--- src/design/load_cell_trimmed_average_top_assert.svh ---
// assertion macros shared by the load cell averaging block
`ifndef LOAD_CELL_TRIMMED_AVERAGE_TOP_ASSERT_SVH
`define LOAD_CELL_TRIMMED_AVERAGE_TOP_ASSERT_SVH

// same-cycle implication, held off during reset
`define LTAVG_ASSERT_NOW(label, clk, rst_n, ante, cons, msg) \
  label: assert property (@(posedge clk) disable iff (!(rst_n)) (ante) |-> (cons)) \
    else $error(msg);

// next-cycle implication, held off during reset
`define LTAVG_ASSERT_NEXT(label, clk, rst_n, ante, cons, msg) \
  label: assert property (@(posedge clk) disable iff (!(rst_n)) (ante) |=> (cons)) \
    else $error(msg);

`endif

--- src/design/ltavg_pkg.sv ---
`timescale 1ns / 1ps

package ltavg_pkg;

  // field and storage sizes
  localparam int unsigned SAMPLE_W   = 24;
  localparam int unsigned NET_W      = SAMPLE_W + 1;
  localparam int unsigned UNITS_W    = NET_W + 8;
  localparam int unsigned WINDOW_MAX = 32;
  localparam int unsigned SLOT_W     = $clog2(WINDOW_MAX);
  localparam int unsigned WIN_W      = 6;
  localparam int unsigned SPR_W      = 8;
  localparam int unsigned CAL_W      = 16;
  localparam int unsigned BSUM_W     = 32;
  localparam int unsigned RSUM_W     = SAMPLE_W + SLOT_W + 1;

  // configuration port
  localparam int unsigned CFG_IDX_W  = 3;
  localparam int unsigned CFG_DATA_W = 16;

  localparam logic [CFG_IDX_W-1:0] REG_SPR    = 3'd0;
  localparam logic [CFG_IDX_W-1:0] REG_SMOOTH = 3'd1;
  localparam logic [CFG_IDX_W-1:0] REG_WINDOW = 3'd2;
  localparam logic [CFG_IDX_W-1:0] REG_CAL    = 3'd3;

  localparam logic [SPR_W-1:0] SPR_RST    = 8'd1;
  localparam logic             SMOOTH_RST = 1'b1;
  localparam logic [WIN_W-1:0] WINDOW_RST = 6'd16;
  localparam logic [CAL_W-1:0] CAL_RST    = 16'd1400;

  // input modes
  localparam int unsigned MODE_W = 2;
  localparam logic [MODE_W-1:0] MODE_SAMPLE     = 2'd0;
  localparam logic [MODE_W-1:0] MODE_TARE       = 2'd1;
  localparam logic [MODE_W-1:0] MODE_QUICK_TARE = 2'd2;

  // shared divider
  localparam int unsigned DIV_W     = UNITS_W;
  localparam int unsigned DVSR_W    = CAL_W;
  localparam int unsigned DIV_CNT_W = $clog2(DIV_W + 1);

  typedef struct packed {
    logic                     start;
    logic signed [DIV_W-1:0]  dividend;
    logic        [DVSR_W-1:0] divisor;
  } div_req_t;

  typedef struct packed {
    logic                    busy;
    logic                    done;
    logic signed [DIV_W-1:0] quotient;
  } div_rsp_t;

  // window clamped to 3..WINDOW_MAX
  function automatic logic [WIN_W-1:0] active_window(input logic [WIN_W-1:0] w);
    logic [WIN_W-1:0] r;
    r = w;
    if (w < WIN_W'(3)) r = WIN_W'(3);
    if (w > WIN_W'(WINDOW_MAX)) r = WIN_W'(WINDOW_MAX);
    return r;
  endfunction

endpackage

--- src/design/ltavg_if.sv ---
`timescale 1ns / 1ps

// input conversions
interface ltavg_in_if;
  logic                                  valid;
  logic                                  ready;
  logic        [ltavg_pkg::MODE_W-1:0]   mode;
  logic signed [ltavg_pkg::SAMPLE_W-1:0] sample;

  modport source (output valid, output mode, output sample, input ready);
  modport sink   (input valid, input mode, input sample, output ready);
endinterface

// results
interface ltavg_out_if;
  logic                                  valid;
  logic                                  ready;
  logic signed [ltavg_pkg::SAMPLE_W-1:0] reading;
  logic signed [ltavg_pkg::NET_W-1:0]    net_counts;
  logic signed [ltavg_pkg::UNITS_W-1:0]  units_q8;

  modport source (output valid, output reading, output net_counts, output units_q8,
                  input ready);
  modport sink   (input valid, input reading, input net_counts, input units_q8,
                  output ready);
endinterface

// register writes
interface ltavg_cfg_if;
  logic                                valid;
  logic                                ready;
  logic [ltavg_pkg::CFG_IDX_W-1:0]     index;
  logic [ltavg_pkg::CFG_DATA_W-1:0]    data;

  modport source (output valid, output index, output data, input ready);
  modport sink   (input valid, input index, input data, output ready);
endinterface

--- src/design/load_cell_trimmed_average_top.sv ---
`timescale 1ns / 1ps
// channel  | port  | direction | payload
// ---------+-------+-----------+--------------------------------------
// input    | in_i  | sink      | mode[1:0], sample[23:0] signed
// result   | out_o | source    | reading[23:0], net_counts[24:0], units_q8[32:0]
// config   | cfg_i | sink      | index[2:0], data[15:0]; always ready
//
// a sample that does not finish a reading, and every tare, is handled in the idle state
// a finished reading takes three passes through the bit-serial divider (block
// mean, trimmed mean, units) and a walk of the ring memory at one entry a cycle;
// without smoothing it takes two divider passes and no walk
// reset leaves a refill pending, so the first plain sample fills the ring
// the result register frees the input side: a new transfer is taken while a
// result still waits, and the sequencer only stalls when the next one is due

module load_cell_trimmed_average_top (
  input  logic       clk_i,
  input  logic       rst_ni,
  ltavg_in_if.sink   in_i,
  ltavg_out_if.source out_o,
  ltavg_cfg_if.sink  cfg_i
);

`include "load_cell_trimmed_average_top_assert.svh"

  localparam int unsigned SW = ltavg_pkg::SAMPLE_W;

  typedef enum logic [2:0] {
    ST_IDLE,
    ST_BDIV,
    ST_WALK,
    ST_TDIV,
    ST_NET,
    ST_UDIV,
    ST_OUT
  } state_e;

  state_e state_q, state_d;

  // configuration registers
  logic [ltavg_pkg::SPR_W-1:0] spr_q, spr_d;
  logic                        smooth_q, smooth_d;
  logic [ltavg_pkg::WIN_W-1:0] window_q, window_d;
  logic [ltavg_pkg::CAL_W-1:0] cal_q, cal_d;

  // reading state
  logic signed [ltavg_pkg::BSUM_W-1:0] bsum_q, bsum_d;
  logic        [ltavg_pkg::SPR_W-1:0]  bcnt_q, bcnt_d;
  logic signed [SW-1:0]                tare_q, tare_d;
  logic signed [SW-1:0]                last_q, last_d;
  logic                                refill_pending_q, refill_pending_d;
  logic        [ltavg_pkg::SLOT_W-1:0] slot_q, slot_d;
  logic signed [SW-1:0]                fill_q, fill_d;
  logic        [ltavg_pkg::WINDOW_MAX-1:0] valid_q, valid_d;

  // ring walk
  logic        [ltavg_pkg::WIN_W-1:0]  walk_cnt_q, walk_cnt_d;
  logic                                rd_pend_q, rd_pend_d;
  logic                                rd_valid_q, rd_valid_d;
  logic signed [ltavg_pkg::RSUM_W-1:0] rsum_q, rsum_d;
  logic signed [SW-1:0]                lo_q, lo_d;
  logic signed [SW-1:0]                hi_q, hi_d;

  // result path
  logic signed [SW-1:0]                 reading_q, reading_d;
  logic signed [ltavg_pkg::NET_W-1:0]   net_q, net_d;
  logic signed [ltavg_pkg::UNITS_W-1:0] units_q, units_d;
  logic                                 out_valid_q, out_valid_d;
  logic signed [SW-1:0]                 out_reading_q, out_reading_d;
  logic signed [ltavg_pkg::NET_W-1:0]   out_net_q, out_net_d;
  logic signed [ltavg_pkg::UNITS_W-1:0] out_units_q, out_units_d;

  // divider link
  ltavg_pkg::div_req_t div_req_q, div_req_d;
  ltavg_pkg::div_rsp_t div_rsp;

  // ring memory port
  logic                         ram_we;
  logic [ltavg_pkg::SLOT_W-1:0] ram_waddr;
  logic [SW-1:0]                ram_wdata;
  logic [SW-1:0]                ram_rdata;

  // helpers
  logic                                in_fire;
  logic                                cfg_wr;
  logic [ltavg_pkg::WIN_W-1:0]         win_act;
  logic [ltavg_pkg::SPR_W-1:0]         need;
  logic signed [ltavg_pkg::BSUM_W-1:0] bsum_new;
  logic        [ltavg_pkg::SPR_W-1:0]  bcnt_new;
  logic                                do_refill;
  logic signed [SW-1:0]                refill_val;
  logic signed [SW-1:0]                ent;
  logic        [ltavg_pkg::SLOT_W-1:0] slot_next;
  logic        [ltavg_pkg::CAL_W-1:0]  cal_eff;

  assign in_fire = in_i.valid && in_i.ready;
  assign cfg_wr  = cfg_i.valid && cfg_i.ready;
  assign win_act = ltavg_pkg::active_window(window_q);
  assign need    = (spr_q == '0) ? ltavg_pkg::SPR_W'(1) : spr_q;
  assign cal_eff = (cal_q == '0) ? ltavg_pkg::CAL_W'(1) : cal_q;

  assign in_i.ready  = (state_q == ST_IDLE);
  assign cfg_i.ready = 1'b1;

  assign out_o.valid      = out_valid_q;
  assign out_o.reading    = out_reading_q;
  assign out_o.net_counts = out_net_q;
  assign out_o.units_q8   = out_units_q;

  // ring entry seen by the walk: unwritten since the last refill reads as fill value
  assign ent       = rd_valid_q ? $signed(ram_rdata) : fill_q;
  assign slot_next = ({1'b0, slot_q} >= (win_act - 1'b1)) ? '0 : (slot_q + 1'b1);

  // shared divider
  ltavg_div u_div (
    .clk_i  (clk_i),
    .rst_ni (rst_ni),
    .req_i  (div_req_q),
    .rsp_o  (div_rsp)
  );

  // ring of readings
  ltavg_ram #(
    .WIDTH (SW),
    .DEPTH (ltavg_pkg::WINDOW_MAX)
  ) u_ring (
    .clk_i   (clk_i),
    .we_i    (ram_we),
    .waddr_i (ram_waddr),
    .wdata_i (ram_wdata),
    .raddr_i (walk_cnt_q[ltavg_pkg::SLOT_W-1:0]),
    .rdata_o (ram_rdata)
  );

  // sequencer next state
  always_comb begin
    state_d          = state_q;
    spr_d            = spr_q;
    smooth_d         = smooth_q;
    window_d         = window_q;
    cal_d            = cal_q;
    bsum_d           = bsum_q;
    bcnt_d           = bcnt_q;
    tare_d           = tare_q;
    last_d           = last_q;
    refill_pending_d = refill_pending_q;
    slot_d           = slot_q;
    fill_d           = fill_q;
    valid_d          = valid_q;
    walk_cnt_d       = walk_cnt_q;
    rd_pend_d        = rd_pend_q;
    rd_valid_d       = valid_q[walk_cnt_q[ltavg_pkg::SLOT_W-1:0]];
    rsum_d           = rsum_q;
    lo_d             = lo_q;
    hi_d             = hi_q;
    reading_d        = reading_q;
    net_d            = net_q;
    units_d          = units_q;
    out_valid_d      = out_valid_q;
    out_reading_d    = out_reading_q;
    out_net_d        = out_net_q;
    out_units_d      = out_units_q;
    div_req_d        = div_req_q;
    div_req_d.start  = 1'b0;
    ram_we           = 1'b0;
    ram_waddr        = slot_next;
    ram_wdata        = reading_q;
    bsum_new         = bsum_q + ltavg_pkg::BSUM_W'(in_i.sample);
    bcnt_new         = bcnt_q + 1'b1;
    do_refill        = 1'b0;
    refill_val       = in_i.sample;

    // result taken downstream
    if (out_valid_q && out_o.ready) begin
      out_valid_d = 1'b0;
    end

    unique case (state_q)
      ST_IDLE: begin
        if (in_fire) begin
          unique case (in_i.mode)
            ltavg_pkg::MODE_TARE: begin
              tare_d    = in_i.sample;
              do_refill = 1'b1;
            end
            ltavg_pkg::MODE_QUICK_TARE: begin
              tare_d     = last_q;
              refill_val = last_q;
              do_refill  = 1'b1;
            end
            ltavg_pkg::MODE_SAMPLE: begin
              if (refill_pending_q) begin
                do_refill = 1'b1;
              end else if (bcnt_new >= need) begin
                bsum_d             = '0;
                bcnt_d             = '0;
                div_req_d.start    = 1'b1;
                div_req_d.dividend = ltavg_pkg::DIV_W'(bsum_new);
                div_req_d.divisor  = ltavg_pkg::DVSR_W'(bcnt_new);
                state_d            = ST_BDIV;
              end else begin
                bsum_d = bsum_new;
                bcnt_d = bcnt_new;
              end
            end
            default: ;
          endcase
        end
      end

      ST_BDIV: begin
        if (div_rsp.done) begin
          if (smooth_q) begin
            slot_d         = slot_next;
            ram_we         = 1'b1;
            ram_wdata      = div_rsp.quotient[SW-1:0];
            valid_d[slot_next] = 1'b1;
            walk_cnt_d     = '0;
            rd_pend_d      = 1'b0;
            rsum_d         = '0;
            lo_d           = {1'b0, {(SW-1){1'b1}}};
            hi_d           = {1'b1, {(SW-1){1'b0}}};
            state_d        = ST_WALK;
          end else begin
            reading_d = div_rsp.quotient[SW-1:0];
            state_d   = ST_NET;
          end
        end
      end

      ST_WALK: begin
        // issue one read a cycle, fold in the entry read the cycle before
        if (walk_cnt_q < win_act) begin
          walk_cnt_d = walk_cnt_q + 1'b1;
          rd_pend_d  = 1'b1;
        end else begin
          rd_pend_d = 1'b0;
        end
        if (rd_pend_q) begin
          rsum_d = rsum_q + ltavg_pkg::RSUM_W'(ent);
          if (ent < lo_q) lo_d = ent;
          if (ent > hi_q) hi_d = ent;
        end
        if (walk_cnt_q == win_act && !rd_pend_q) begin
          div_req_d.start    = 1'b1;
          div_req_d.dividend = ltavg_pkg::DIV_W'(rsum_q) - ltavg_pkg::DIV_W'(lo_q)
                               - ltavg_pkg::DIV_W'(hi_q);
          div_req_d.divisor  = ltavg_pkg::DVSR_W'(win_act - ltavg_pkg::WIN_W'(2));
          state_d            = ST_TDIV;
        end
      end

      ST_TDIV: begin
        if (div_rsp.done) begin
          reading_d = div_rsp.quotient[SW-1:0];
          state_d   = ST_NET;
        end
      end

      ST_NET: begin
        last_d             = reading_q;
        net_d              = ltavg_pkg::NET_W'(reading_q) - ltavg_pkg::NET_W'(tare_q);
        div_req_d.start    = 1'b1;
        div_req_d.dividend = {ltavg_pkg::NET_W'(reading_q) - ltavg_pkg::NET_W'(tare_q), 8'h00};
        div_req_d.divisor  = cal_eff;
        state_d            = ST_UDIV;
      end

      ST_UDIV: begin
        if (div_rsp.done) begin
          units_d = div_rsp.quotient;
          state_d = ST_OUT;
        end
      end

      ST_OUT: begin
        if (!out_valid_q || out_o.ready) begin
          out_valid_d   = 1'b1;
          out_reading_d = reading_q;
          out_net_d     = net_q;
          out_units_d   = units_q;
          state_d       = ST_IDLE;
        end
      end

      default: state_d = ST_IDLE;
    endcase

    // ring refill: every entry is marked unwritten and so reads as the fill value at once
    if (do_refill) begin
      fill_d           = refill_val;
      valid_d          = '0;
      slot_d           = '0;
      bsum_d           = '0;
      bcnt_d           = '0;
      refill_pending_d = 1'b0;
    end

    // register writes
    if (cfg_wr) begin
      unique case (cfg_i.index)
        ltavg_pkg::REG_SPR:    spr_d = cfg_i.data[ltavg_pkg::SPR_W-1:0];
        ltavg_pkg::REG_SMOOTH: begin
          smooth_d         = cfg_i.data[0];
          refill_pending_d = 1'b1;
        end
        ltavg_pkg::REG_WINDOW: begin
          if (cfg_i.data[ltavg_pkg::WIN_W-1:0] != window_q) begin
            window_d         = cfg_i.data[ltavg_pkg::WIN_W-1:0];
            refill_pending_d = 1'b1;
          end
        end
        ltavg_pkg::REG_CAL:    cal_d = cfg_i.data;
        default: ;
      endcase
    end
  end

  // state and registered outputs
  always_ff @(posedge clk_i or negedge rst_ni) begin
    if (!rst_ni) begin
      state_q          <= ST_IDLE;
      spr_q            <= ltavg_pkg::SPR_RST;
      smooth_q         <= ltavg_pkg::SMOOTH_RST;
      window_q         <= ltavg_pkg::WINDOW_RST;
      cal_q            <= ltavg_pkg::CAL_RST;
      bsum_q           <= '0;
      bcnt_q           <= '0;
      tare_q           <= '0;
      last_q           <= '0;
      refill_pending_q <= 1'b1;
      slot_q           <= '0;
      fill_q           <= '0;
      valid_q          <= '0;
      walk_cnt_q       <= '0;
      rd_pend_q        <= 1'b0;
      rd_valid_q       <= 1'b0;
      rsum_q           <= '0;
      lo_q             <= '0;
      hi_q             <= '0;
      reading_q        <= '0;
      net_q            <= '0;
      units_q          <= '0;
      out_valid_q      <= 1'b0;
      out_reading_q    <= '0;
      out_net_q        <= '0;
      out_units_q      <= '0;
      div_req_q        <= '0;
    end else begin
      state_q          <= state_d;
      spr_q            <= spr_d;
      smooth_q         <= smooth_d;
      window_q         <= window_d;
      cal_q            <= cal_d;
      bsum_q           <= bsum_d;
      bcnt_q           <= bcnt_d;
      tare_q           <= tare_d;
      last_q           <= last_d;
      refill_pending_q <= refill_pending_d;
      slot_q           <= slot_d;
      fill_q           <= fill_d;
      valid_q          <= valid_d;
      walk_cnt_q       <= walk_cnt_d;
      rd_pend_q        <= rd_pend_d;
      rd_valid_q       <= rd_valid_d;
      rsum_q           <= rsum_d;
      lo_q             <= lo_d;
      hi_q             <= hi_d;
      reading_q        <= reading_d;
      net_q            <= net_d;
      units_q          <= units_d;
      out_valid_q      <= out_valid_d;
      out_reading_q    <= out_reading_d;
      out_net_q        <= out_net_d;
      out_units_q      <= out_units_d;
      div_req_q        <= div_req_d;
    end
  end

  // checks
  `LTAVG_ASSERT_NOW(a_div_start_idle, clk_i, rst_ni, div_req_q.start, !div_rsp.busy, "divider started while busy")
  `LTAVG_ASSERT_NOW(a_div_done_waited, clk_i, rst_ni, div_rsp.done, (state_q == ST_BDIV) || (state_q == ST_TDIV) || (state_q == ST_UDIV), "divider result with no state waiting for it")
  `LTAVG_ASSERT_NOW(a_walk_bound, clk_i, rst_ni, state_q == ST_WALK, walk_cnt_q <= win_act, "ring walk ran past the window")
  `LTAVG_ASSERT_NOW(a_slot_bound, clk_i, rst_ni, !refill_pending_q, {1'b0, slot_q} < win_act, "write slot outside the active window")
  `LTAVG_ASSERT_NEXT(a_tare_refills, clk_i, rst_ni, in_fire && (in_i.mode == ltavg_pkg::MODE_TARE) && !cfg_wr, !refill_pending_q && (valid_q == '0), "tare did not refill the ring")

endmodule

--- src/design/ltavg_ram.sv ---
`timescale 1ns / 1ps

module ltavg_ram #(
  parameter int unsigned WIDTH = 8,
  parameter int unsigned DEPTH = 32
) (
  input  logic                     clk_i,
  input  logic                     we_i,
  input  logic [$clog2(DEPTH)-1:0] waddr_i,
  input  logic [WIDTH-1:0]         wdata_i,
  input  logic [$clog2(DEPTH)-1:0] raddr_i,
  output logic [WIDTH-1:0]         rdata_o
);

  logic [WIDTH-1:0] mem_q [DEPTH];

  // one write port, one registered read port
  always_ff @(posedge clk_i) begin
    if (we_i) begin
      mem_q[waddr_i] <= wdata_i;
    end
    rdata_o <= mem_q[raddr_i];
  end

endmodule

--- src/design/ltavg_div.sv ---
`timescale 1ns / 1ps

module ltavg_div (
  input  logic                clk_i,
  input  logic                rst_ni,
  input  ltavg_pkg::div_req_t req_i,
  output ltavg_pkg::div_rsp_t rsp_o
);

  localparam int unsigned W = ltavg_pkg::DIV_W;
  localparam int unsigned D = ltavg_pkg::DVSR_W;

  logic                              busy_q;
  logic                              done_q;
  logic [ltavg_pkg::DIV_CNT_W-1:0]   cnt_q;
  logic                              neg_q;
  logic [W-1:0]                      shreg_q;
  logic [D-1:0]                      rem_q;
  logic [D-1:0]                      dvsr_q;
  logic [D:0]                        trial;
  logic [D:0]                        diff;
  logic                              take;
  logic [W-1:0]                      mag_in;

  // restoring step: one quotient bit per cycle
  always_comb begin
    trial  = {rem_q, shreg_q[W-1]};
    diff   = trial - {1'b0, dvsr_q};
    take   = trial >= {1'b0, dvsr_q};
    mag_in = req_i.dividend[W-1] ? (~req_i.dividend + W'(1)) : req_i.dividend;
  end

  // sequencing
  always_ff @(posedge clk_i or negedge rst_ni) begin
    if (!rst_ni) begin
      busy_q <= 1'b0;
      done_q <= 1'b0;
      cnt_q  <= '0;
    end else begin
      done_q <= 1'b0;
      if (req_i.start && !busy_q) begin
        busy_q <= 1'b1;
        cnt_q  <= ltavg_pkg::DIV_CNT_W'(W);
      end else if (busy_q) begin
        cnt_q <= cnt_q - 1'b1;
        if (cnt_q == ltavg_pkg::DIV_CNT_W'(1)) begin
          busy_q <= 1'b0;
          done_q <= 1'b1;
        end
      end
    end
  end

  // operand and partial remainder registers
  always_ff @(posedge clk_i) begin
    if (req_i.start && !busy_q) begin
      neg_q   <= req_i.dividend[W-1];
      shreg_q <= mag_in;
      rem_q   <= '0;
      dvsr_q  <= req_i.divisor;
    end else if (busy_q) begin
      rem_q   <= take ? diff[D-1:0] : trial[D-1:0];
      shreg_q <= {shreg_q[W-2:0], take};
    end
  end

  // quotient sign restored on the way out
  assign rsp_o.busy     = busy_q;
  assign rsp_o.done     = done_q;
  assign rsp_o.quotient = neg_q ? $signed(~shreg_q + W'(1)) : $signed(shreg_q);

endmodule
--- src/flat_wrapper.sv ---
// flat-port wrapper written by rule: the top's interface ports become plain ports
module load_cell_trimmed_average_top_flat 
  (clk_i, rst_ni, in_i_valid, in_i_mode, in_i_sample, in_i_ready, out_o_valid, out_o_reading, out_o_net_counts, out_o_units_q8, out_o_ready, cfg_i_valid, cfg_i_index, cfg_i_data, cfg_i_ready);
  ltavg_in_if in_i_i ();
  ltavg_out_if out_o_i ();
  ltavg_cfg_if cfg_i_i ();
  input  logic clk_i;
  input  logic rst_ni;
  input wire logic [$bits(in_i_i.valid)-1:0] in_i_valid;
  input wire logic [$bits(in_i_i.mode)-1:0] in_i_mode;
  input wire logic [$bits(in_i_i.sample)-1:0] in_i_sample;
  output wire logic [$bits(in_i_i.ready)-1:0] in_i_ready;
  output wire logic [$bits(out_o_i.valid)-1:0] out_o_valid;
  output wire logic [$bits(out_o_i.reading)-1:0] out_o_reading;
  output wire logic [$bits(out_o_i.net_counts)-1:0] out_o_net_counts;
  output wire logic [$bits(out_o_i.units_q8)-1:0] out_o_units_q8;
  input wire logic [$bits(out_o_i.ready)-1:0] out_o_ready;
  input wire logic [$bits(cfg_i_i.valid)-1:0] cfg_i_valid;
  input wire logic [$bits(cfg_i_i.index)-1:0] cfg_i_index;
  input wire logic [$bits(cfg_i_i.data)-1:0] cfg_i_data;
  output wire logic [$bits(cfg_i_i.ready)-1:0] cfg_i_ready;
  assign in_i_i.valid = in_i_valid;
  assign in_i_i.mode = in_i_mode;
  assign in_i_i.sample = in_i_sample;
  assign in_i_ready = in_i_i.ready;
  assign out_o_valid = out_o_i.valid;
  assign out_o_reading = out_o_i.reading;
  assign out_o_net_counts = out_o_i.net_counts;
  assign out_o_units_q8 = out_o_i.units_q8;
  assign out_o_i.ready = out_o_ready;
  assign cfg_i_i.valid = cfg_i_valid;
  assign cfg_i_i.index = cfg_i_index;
  assign cfg_i_i.data = cfg_i_data;
  assign cfg_i_ready = cfg_i_i.ready;
  load_cell_trimmed_average_top u_core (.clk_i(clk_i), .rst_ni(rst_ni), .in_i(in_i_i), .out_o(out_o_i), .cfg_i(cfg_i_i));
endmodule
--- config.mk ---
export PLATFORM = sky130hd
export DESIGN_NAME = load_cell_trimmed_average_top_flat
export DESIGN_NICKNAME = d
export VERILOG_FILES = /design/src/design/ltavg_pkg.sv /design/src/design/ltavg_if.sv /design/src/design/load_cell_trimmed_average_top.sv /design/src/design/ltavg_ram.sv /design/src/design/ltavg_div.sv /design/src/flat_wrapper.sv
export VERILOG_INCLUDE_DIRS = /design/src /design/src/design
export SDC_FILE = /design/constraint.sdc
export NUM_CORES = 2
export LEC_CHECK = 0
export CELL_PAD_IN_SITES_DETAIL_PLACEMENT = 1
export CELL_PAD_IN_SITES_GLOBAL_PLACEMENT = 1
export CORE_MARGIN = 5
export CORE_UTILIZATION = 33
export CTS_CLUSTER_DIAMETER = 30
export DETAILED_ROUTE_END_ITERATION = 8
export DONT_BUFFER_PORTS = 1
export PLACE_DENSITY = 0.55
export SLEW_MARGIN = 20
export SYNTH_ARGS = -nofsm -noshare
export SYNTH_HDL_FRONTEND = slang
export SYNTH_SLANG_ARGS = --single-unit
--- constraint.sdc ---
create_clock -name clk_i -period 6.05 [get_ports clk_i]
set_clock_uncertainty 0.1 [all_clocks]
set_input_delay 0.605 -clock clk_i [delete_from_list [all_inputs] [get_ports clk_i]]
set_output_delay 0.605 -clock clk_i [all_outputs]
set_load 0.01 [all_outputs]
=== Word level (Yosys, flattened, before mapping) ===
Memories as Yosys holds them, arrays and structs flattened. A register that Yosys moved wholly into a read port is not among the register bits.
Cells that the tools add are included.

* Register bits after elaboration: 559
* Bits in writable memories: 768
* Input port bits: 50
* Output and inout bits: 85
* Word-level logic and storage cells: 247
* Memories: 1

{| class="wikitable"
|+ Memories
! memory !! words !! bits a word !! rd ports !! clocked after Yosys merged registers in !! wr ports !! line !! RTL
|-
| u_core.u_ring.mem_q || 32 || 24 || 1 || 1 || 1 || ltavg_ram.sv:15 || <nowiki>logic [WIDTH-1:0] mem_q [DEPTH];</nowiki>
|}

* $add $sub $neg: 14
* Order comparisons: 11
* Equality and inequality tests: 30
* Multiplexer cells: 109
* Bitwise logic cells: 3
* Reductions and logical operators: 43

{| class="wikitable"
|+ Operators by type and width
! operator !! number
|-
| 24-bit 2-to-1 mux || 18
|-
| 32-bit 2-to-1 mux || 10
|-
| 50-bit 2-to-1 mux || 5
|-
| 24-bit one-hot mux with 2 select lines || 4
|-
| 50-bit one-hot mux with 3 select lines || 1
|-
| 33-bit 2-to-1 mux || 4
|-
| 30-bit 2-to-1 mux || 3
|-
| 33-bit inverter || 2
|-
| 30-bit one-hot mux with 2 select lines || 1
|-
| 8-bit 2-to-1 mux || 7
|-
| 6-bit 2-to-1 mux || 7
|-
| 33-bit by 1-bit adder with 33-bit output, second input constant || 1
|-
| 33-bit by 2-bit adder with 33-bit output, second input constant || 1
|-
| 32-bit by 24-bit adder with 32-bit output || 1
|-
| 16-bit 2-to-1 mux || 2
|-
| 32-bit OR || 1
|-
| 31-bit by 24-bit subtractor with 32-bit output || 1
|-
| 30-bit by 24-bit subtractor with 31-bit output || 1
|-
| 30-bit by 24-bit adder with 30-bit output || 1
|-
| 3-bit 2-to-1 mux || 10
|-
| 1-bit 2-to-1 mux || 25
|-
| 5-bit 2-to-1 mux || 5
|-
| 24-bit by 24-bit subtractor with 25-bit output || 1
|-
| 24-bit greater-than comparator || 1
|-
| other kinds (46) || 97
|}

=== Longest topological paths before layout ===
* Depth in word-level cells: 15
* Mapped depth: 16
* Gate-level depth less buffers: 15

=== Hierarchy ===
From an unflattened synthesis, not the netlist that was laid out.

* Cells, all modules: 5112
* Area, all modules: 64094.0 µm²

{| class="wikitable"
|+ Modules (own cells, without submodules)
! module !! instances !! cells each !! area each (µm²) !! sequential area each (µm²)
|-
| ltavg_ram || 1 || 1711 || 30478.0 || 23542.6
|-
| load_cell_trimmed_average_top || 1 || 2829 || 28412.2 || 12149.2
|-
| ltavg_div || 1 || 572 || 5203.7 || 2021.9
|}

=== Worst setup path after synthesis ===
No wires, ideal clock.

* Path kind: reg-to-reg
* From: register u_core.window_q[4] (netlist bit)
* To: memory u_core.u_ring.mem_q[23][0] (netlist bit) (enable)
* Library setup time: 478 ps
* Data arrival time: 5253 ps
* Required time: 5472 ps
* Setup slack: 219 ps
* Stages on the path, launching flop included: 13
* Buffers on the path: 0
* Clock period less this slack: 5831 ps
* Path through: dfstp_2 -> nor3_1 -> o21ai_0 -> ha_1 -> ha_1 -> a21o_1 -> a21o_1 -> a21o_1 -> a21oi_1 -> a211oi_1 -> nor2b_1 -> nand2_1 -> nor4b_1

* Longest elaborated chain between the ends: 6
* Elaborated cells on any way between the ends: 7
* Classes of those cells: add/sub: 1; order compare: 3; mux: 3

{| class="wikitable"
|+ RTL lines
! what !! line !! RTL
|-
| start: declaration || load_cell_trimmed_average_top.sv:43 || <nowiki>logic [ltavg_pkg::WIN_W-1:0] window_q, window_d;</nowiki>
|-
| start signal: assignment || load_cell_trimmed_average_top.sv:325 || <nowiki>window_q <= ltavg_pkg::WINDOW_RST;</nowiki>
|-
| start signal: assignment || load_cell_trimmed_average_top.sv:353 || <nowiki>window_q <= window_d;</nowiki>
|-
| 6-bit by 2-bit < comparator with 1-bit output || ltavg_pkg.sv:58 || <nowiki>if (w < WIN_W'(3)) r = WIN_W'(3);</nowiki>
|-
| 6-bit 2-to-1 mux || ltavg_pkg.sv:58 ||
|-
| 6-bit 2-to-1 mux * || ltavg_pkg.sv:59 || <nowiki>if (w > WIN_W'(WINDOW_MAX)) r = WIN_W'(WINDOW_MAX);</nowiki>
|-
| 6-bit by 1-bit subtractor with 6-bit output * || load_cell_trimmed_average_top.sv:112 || <nowiki>assign slot_next = ({1'b0, slot_q} >= (win_act - 1'b1)) ? '0 : (slot_q + 1'b1);</nowiki>
|-
| 5-bit by 6-bit >= comparator with 1-bit output * || load_cell_trimmed_average_top.sv:112 ||
|-
| 5-bit 2-to-1 mux * || load_cell_trimmed_average_top.sv:112 ||
|-
| end: declaration || ltavg_ram.sv:15 ||
|}

Mark *: on every way between the ends. The rest lies on a longest branch, timed or not.

=== Worst setup path in the final report ===
* From: register u_core.window_q[4] (netlist bit)
* To: memory u_core.u_ring.mem_q[25][15] (netlist bit) (enable)

The elaborated chain is that of the path after synthesis.

==> run metrics <==
CTS clk-pin slew, worst paths=50 ps; Power, Total=34.7 mW; clock share of power=0.535; CTS Buf Count=349; post-synth top area share=0.395; Seq pwr share=0.314; Sequential Area=37700 µm²; Slew @ Worst Pin=1250 ps; Post-Layout Cell Count=7519; Root Buffer=clkbuf_16; Max Fclk=189 MHz; CTS tree=built; first-pass GRT wire length=299000 µm; Mapped Cells=4458; die width=444 µm; final wirelength=206000 µm; die area=197000 µm²; sw power=9.18 mW; DR iter-0 viols=3022; Worst Path Arrival=5710 ps; Core Rows=159; fin crit period=5300 ps; placed wire-length estimate=136000 µm; endpoints failing setup=0; worst-path fanout max=25; Die Ht=444 µm; Worst setup EP type=flop; largest area contributor in the netlist=edfxtp_1; Setup Buffers After CTS=0; largest net degree at the start of global routing=494; DR DRC count=0; Clock Latency Late Sink=920 ps; Core Box Area=188000 µm²; Static Leak=28.4 nW; prevailing post-synth register cell=edfxtp_1; switching fraction of total power=0.264; Final nets=5039; outcome=finished with violations; IO Count=135; post-cts gate resize count=0; layout cells sized above 1=0.225; Mapped Nets=4754; Hold Path Class=primary input to async pin; Fill cells=18800; CTS H-tree depth=5; synthesis-to-layout area growth=26.0%; Post-Syn Area=62200 µm²; hold slack=-641 ps; unrepaired setup endpoints after global routing=false; most frequent cells in the layout=818 x edfxtp_1, 504 x nand2_1, 478 x dfrtp_1, 357 x clkbuf_16, 284 x o21ai_0; PortBufs=0; Fin. Hold Viols=487; internal power=25.6 mW; CTS max path bufs=4; Multi-input gate area=23700 µm²; Slew Viols, Final=0; Max Cap Viol=0; initial antenna violation count=28; Routed WL per cell=27.3 µm; Max IR drop VDD=0.406 mV; Hold Buf Count CTS=50; # placed instances=6829; Seq cells post-synth=1351; crit path kind=flop to flop; Worst Path Required=6460 ps; first drt pass iteration count=7; Vias/cell=5.26; Global Route Usage Sum=0.206; failing checks=hold timing; routed vias=39600; Post-synth EDFFs=818; vias in the first global route=42000; Starting Density=0.331; period utilization=0.877; grt ovf=0; Max transition margin=0.165; post-synthesis cell type count=87; ys async rst share=0.365; most common cell after layout, fill and taps aside=edfxtp_1; Ys Warns=0; Sink Count=1351; TNS Setup=0 ps; synth top area cells=edfxtp_1 40%, dfrtp_1 19%, mux4_2 9.1%; Placer Congestion=0.849; crit start category=flop; syn_area_per_cell=13.9 µm²; PD cells=443 nW/µm²; antenna viol nets, final=0; logic gate share of total power=0.151; sequential share of the synthesized area=0.607
state kept, by name, indices dropped and copies added (netlist names), 25 cells and up:
| name | count |
|---|---|
| u_core.bsum_q | 32 |
| u_core.out_o.net_counts | 25 |
| u_core.u_ring.mem_q | 768 |
| u_core.rsum_q | 30 |
| u_core.u_div.shreg_q | 33 |
| u_core.net_q | 25 |
| u_core.valid_q | 32 |
| u_core.out_o.units_q8 | 33 |
| u_core.units_q | 33 |
| u_core.div_req_q | 50 |
per-stage QoR:
step                      setup WS (ps)   util  instance area, µm²  hold slack [ps]
after floorplan                     219      -               62200              209
after global placement              868  0.351               65800              234
after detailed placement            750  0.351               65800              253
after CTS                           700  0.416               78100             -697
after global routing                530  0.418               78300             -695
final                               747  0.418               78300             -641
cell usage after synthesis (22+ instances only):
cell	instances
dfrtp_1	483
xnor2_1	76
mux2i_1	94
buf_1	29
nand3_1	52
a211oi_1	22
fa_1	34
nand2b_1	39
mux4_2	250
inv_1	170
clkbuf_1	159
a31oi_1	22
nor3_1	35
mux2_2	138
a22o_1	53
dfxtp_1	40
o21a_1	60
nand2_1	504
nor2_1	154
edfxtp_1	818
a21oi_1	134
o31ai_1	30
a21o_1	78
xor2_1	111
ha_1	212
a2bb2oi_1	23
nor2b_1	23
o21ai_0	308
final cells by class:
class	count	area share
antenna	12	0.000383
clock buffer	444	0.123
clock inverter	176	0.0279
inverter	170	0.00815
multi-input combinational	2742	0.302
sequential	1351	0.482
tap	2495	0.0398
timing repair buffer	129	0.0166
power groups by stage:
stage                     registers (mW)  clock network (mW)  logic (mW)
final                               10.9                18.6        5.24
after global routing                10.9                19.5        5.80
after CTS                           10.9                18.9        5.27
after detailed placement            11.0                   0        5.18
after global placement              11.0                   0        5.11
after floorplan                     10.8                   0        3.75
path summary, 6_finish.rpt:
check,start,cells after the start,slack (ps),end
setup reg to reg,u_core.window_q[4],14,750,u_core.u_ring.mem_q[25][15]
setup / recovery,u_core.window_q[4],14,750,u_core.u_ring.mem_q[25][15]
hold reg to reg,u_core.div_req_q[4],0,330,u_core.u_div.dvsr_q[4]
hold / removal,rst_ni,0,-640,u_core.net_q[24]
min in group clk_i,out_o_ready,2,80,u_core.out_o.valid
max in group asynchronous,rst_ni,0,5380,u_core.walk_cnt_q[3]
worst max-delay path: stages (launching register included):
cell	delay, ps
dfstp_2	570
nor3_1	80
o21ai_0	630
ha_1	310
nor2_1	70
a311oi_1	340
ha_1	310
a21o_1	160
a21oi_1	140
a211oi_1	110
buf_4	220
nand2b_1	200
or3_1	650
buf_4	310
nor2_4	700
layer usage:
metal	vias to the layer above	part of all wire	GRT usage	wire length, µm
li1	17500	-	-	-
met1	20600	0.44	0.279	90500
met2	1064	0.48	0.334	98300
met3	371	0.045	0.0329	9270
met4	0	0.036	0.0763	7470
met5	-	0	0	0
cell families (layout without fill, tap and decap cells):
family | after synthesis | after routing | synth area share
muxes | 482 | 482 | 0.131
adders and majority gates | 246 | 246 | 0.0536
AOI/OAI and AO/OA | 889 | 889 | 0.0933
and+or+nand+nor | 937 | 937 | 0.0673
other | 1 | 13 | 0.0000603
buffers and inverters | 365 | 919 | 0.0222
DFF | 1351 | 1351 | 0.607
xor gates and xnor gates | 187 | 187 | 0.0263
Note: power is estimated with default switching activity, not from simulation.
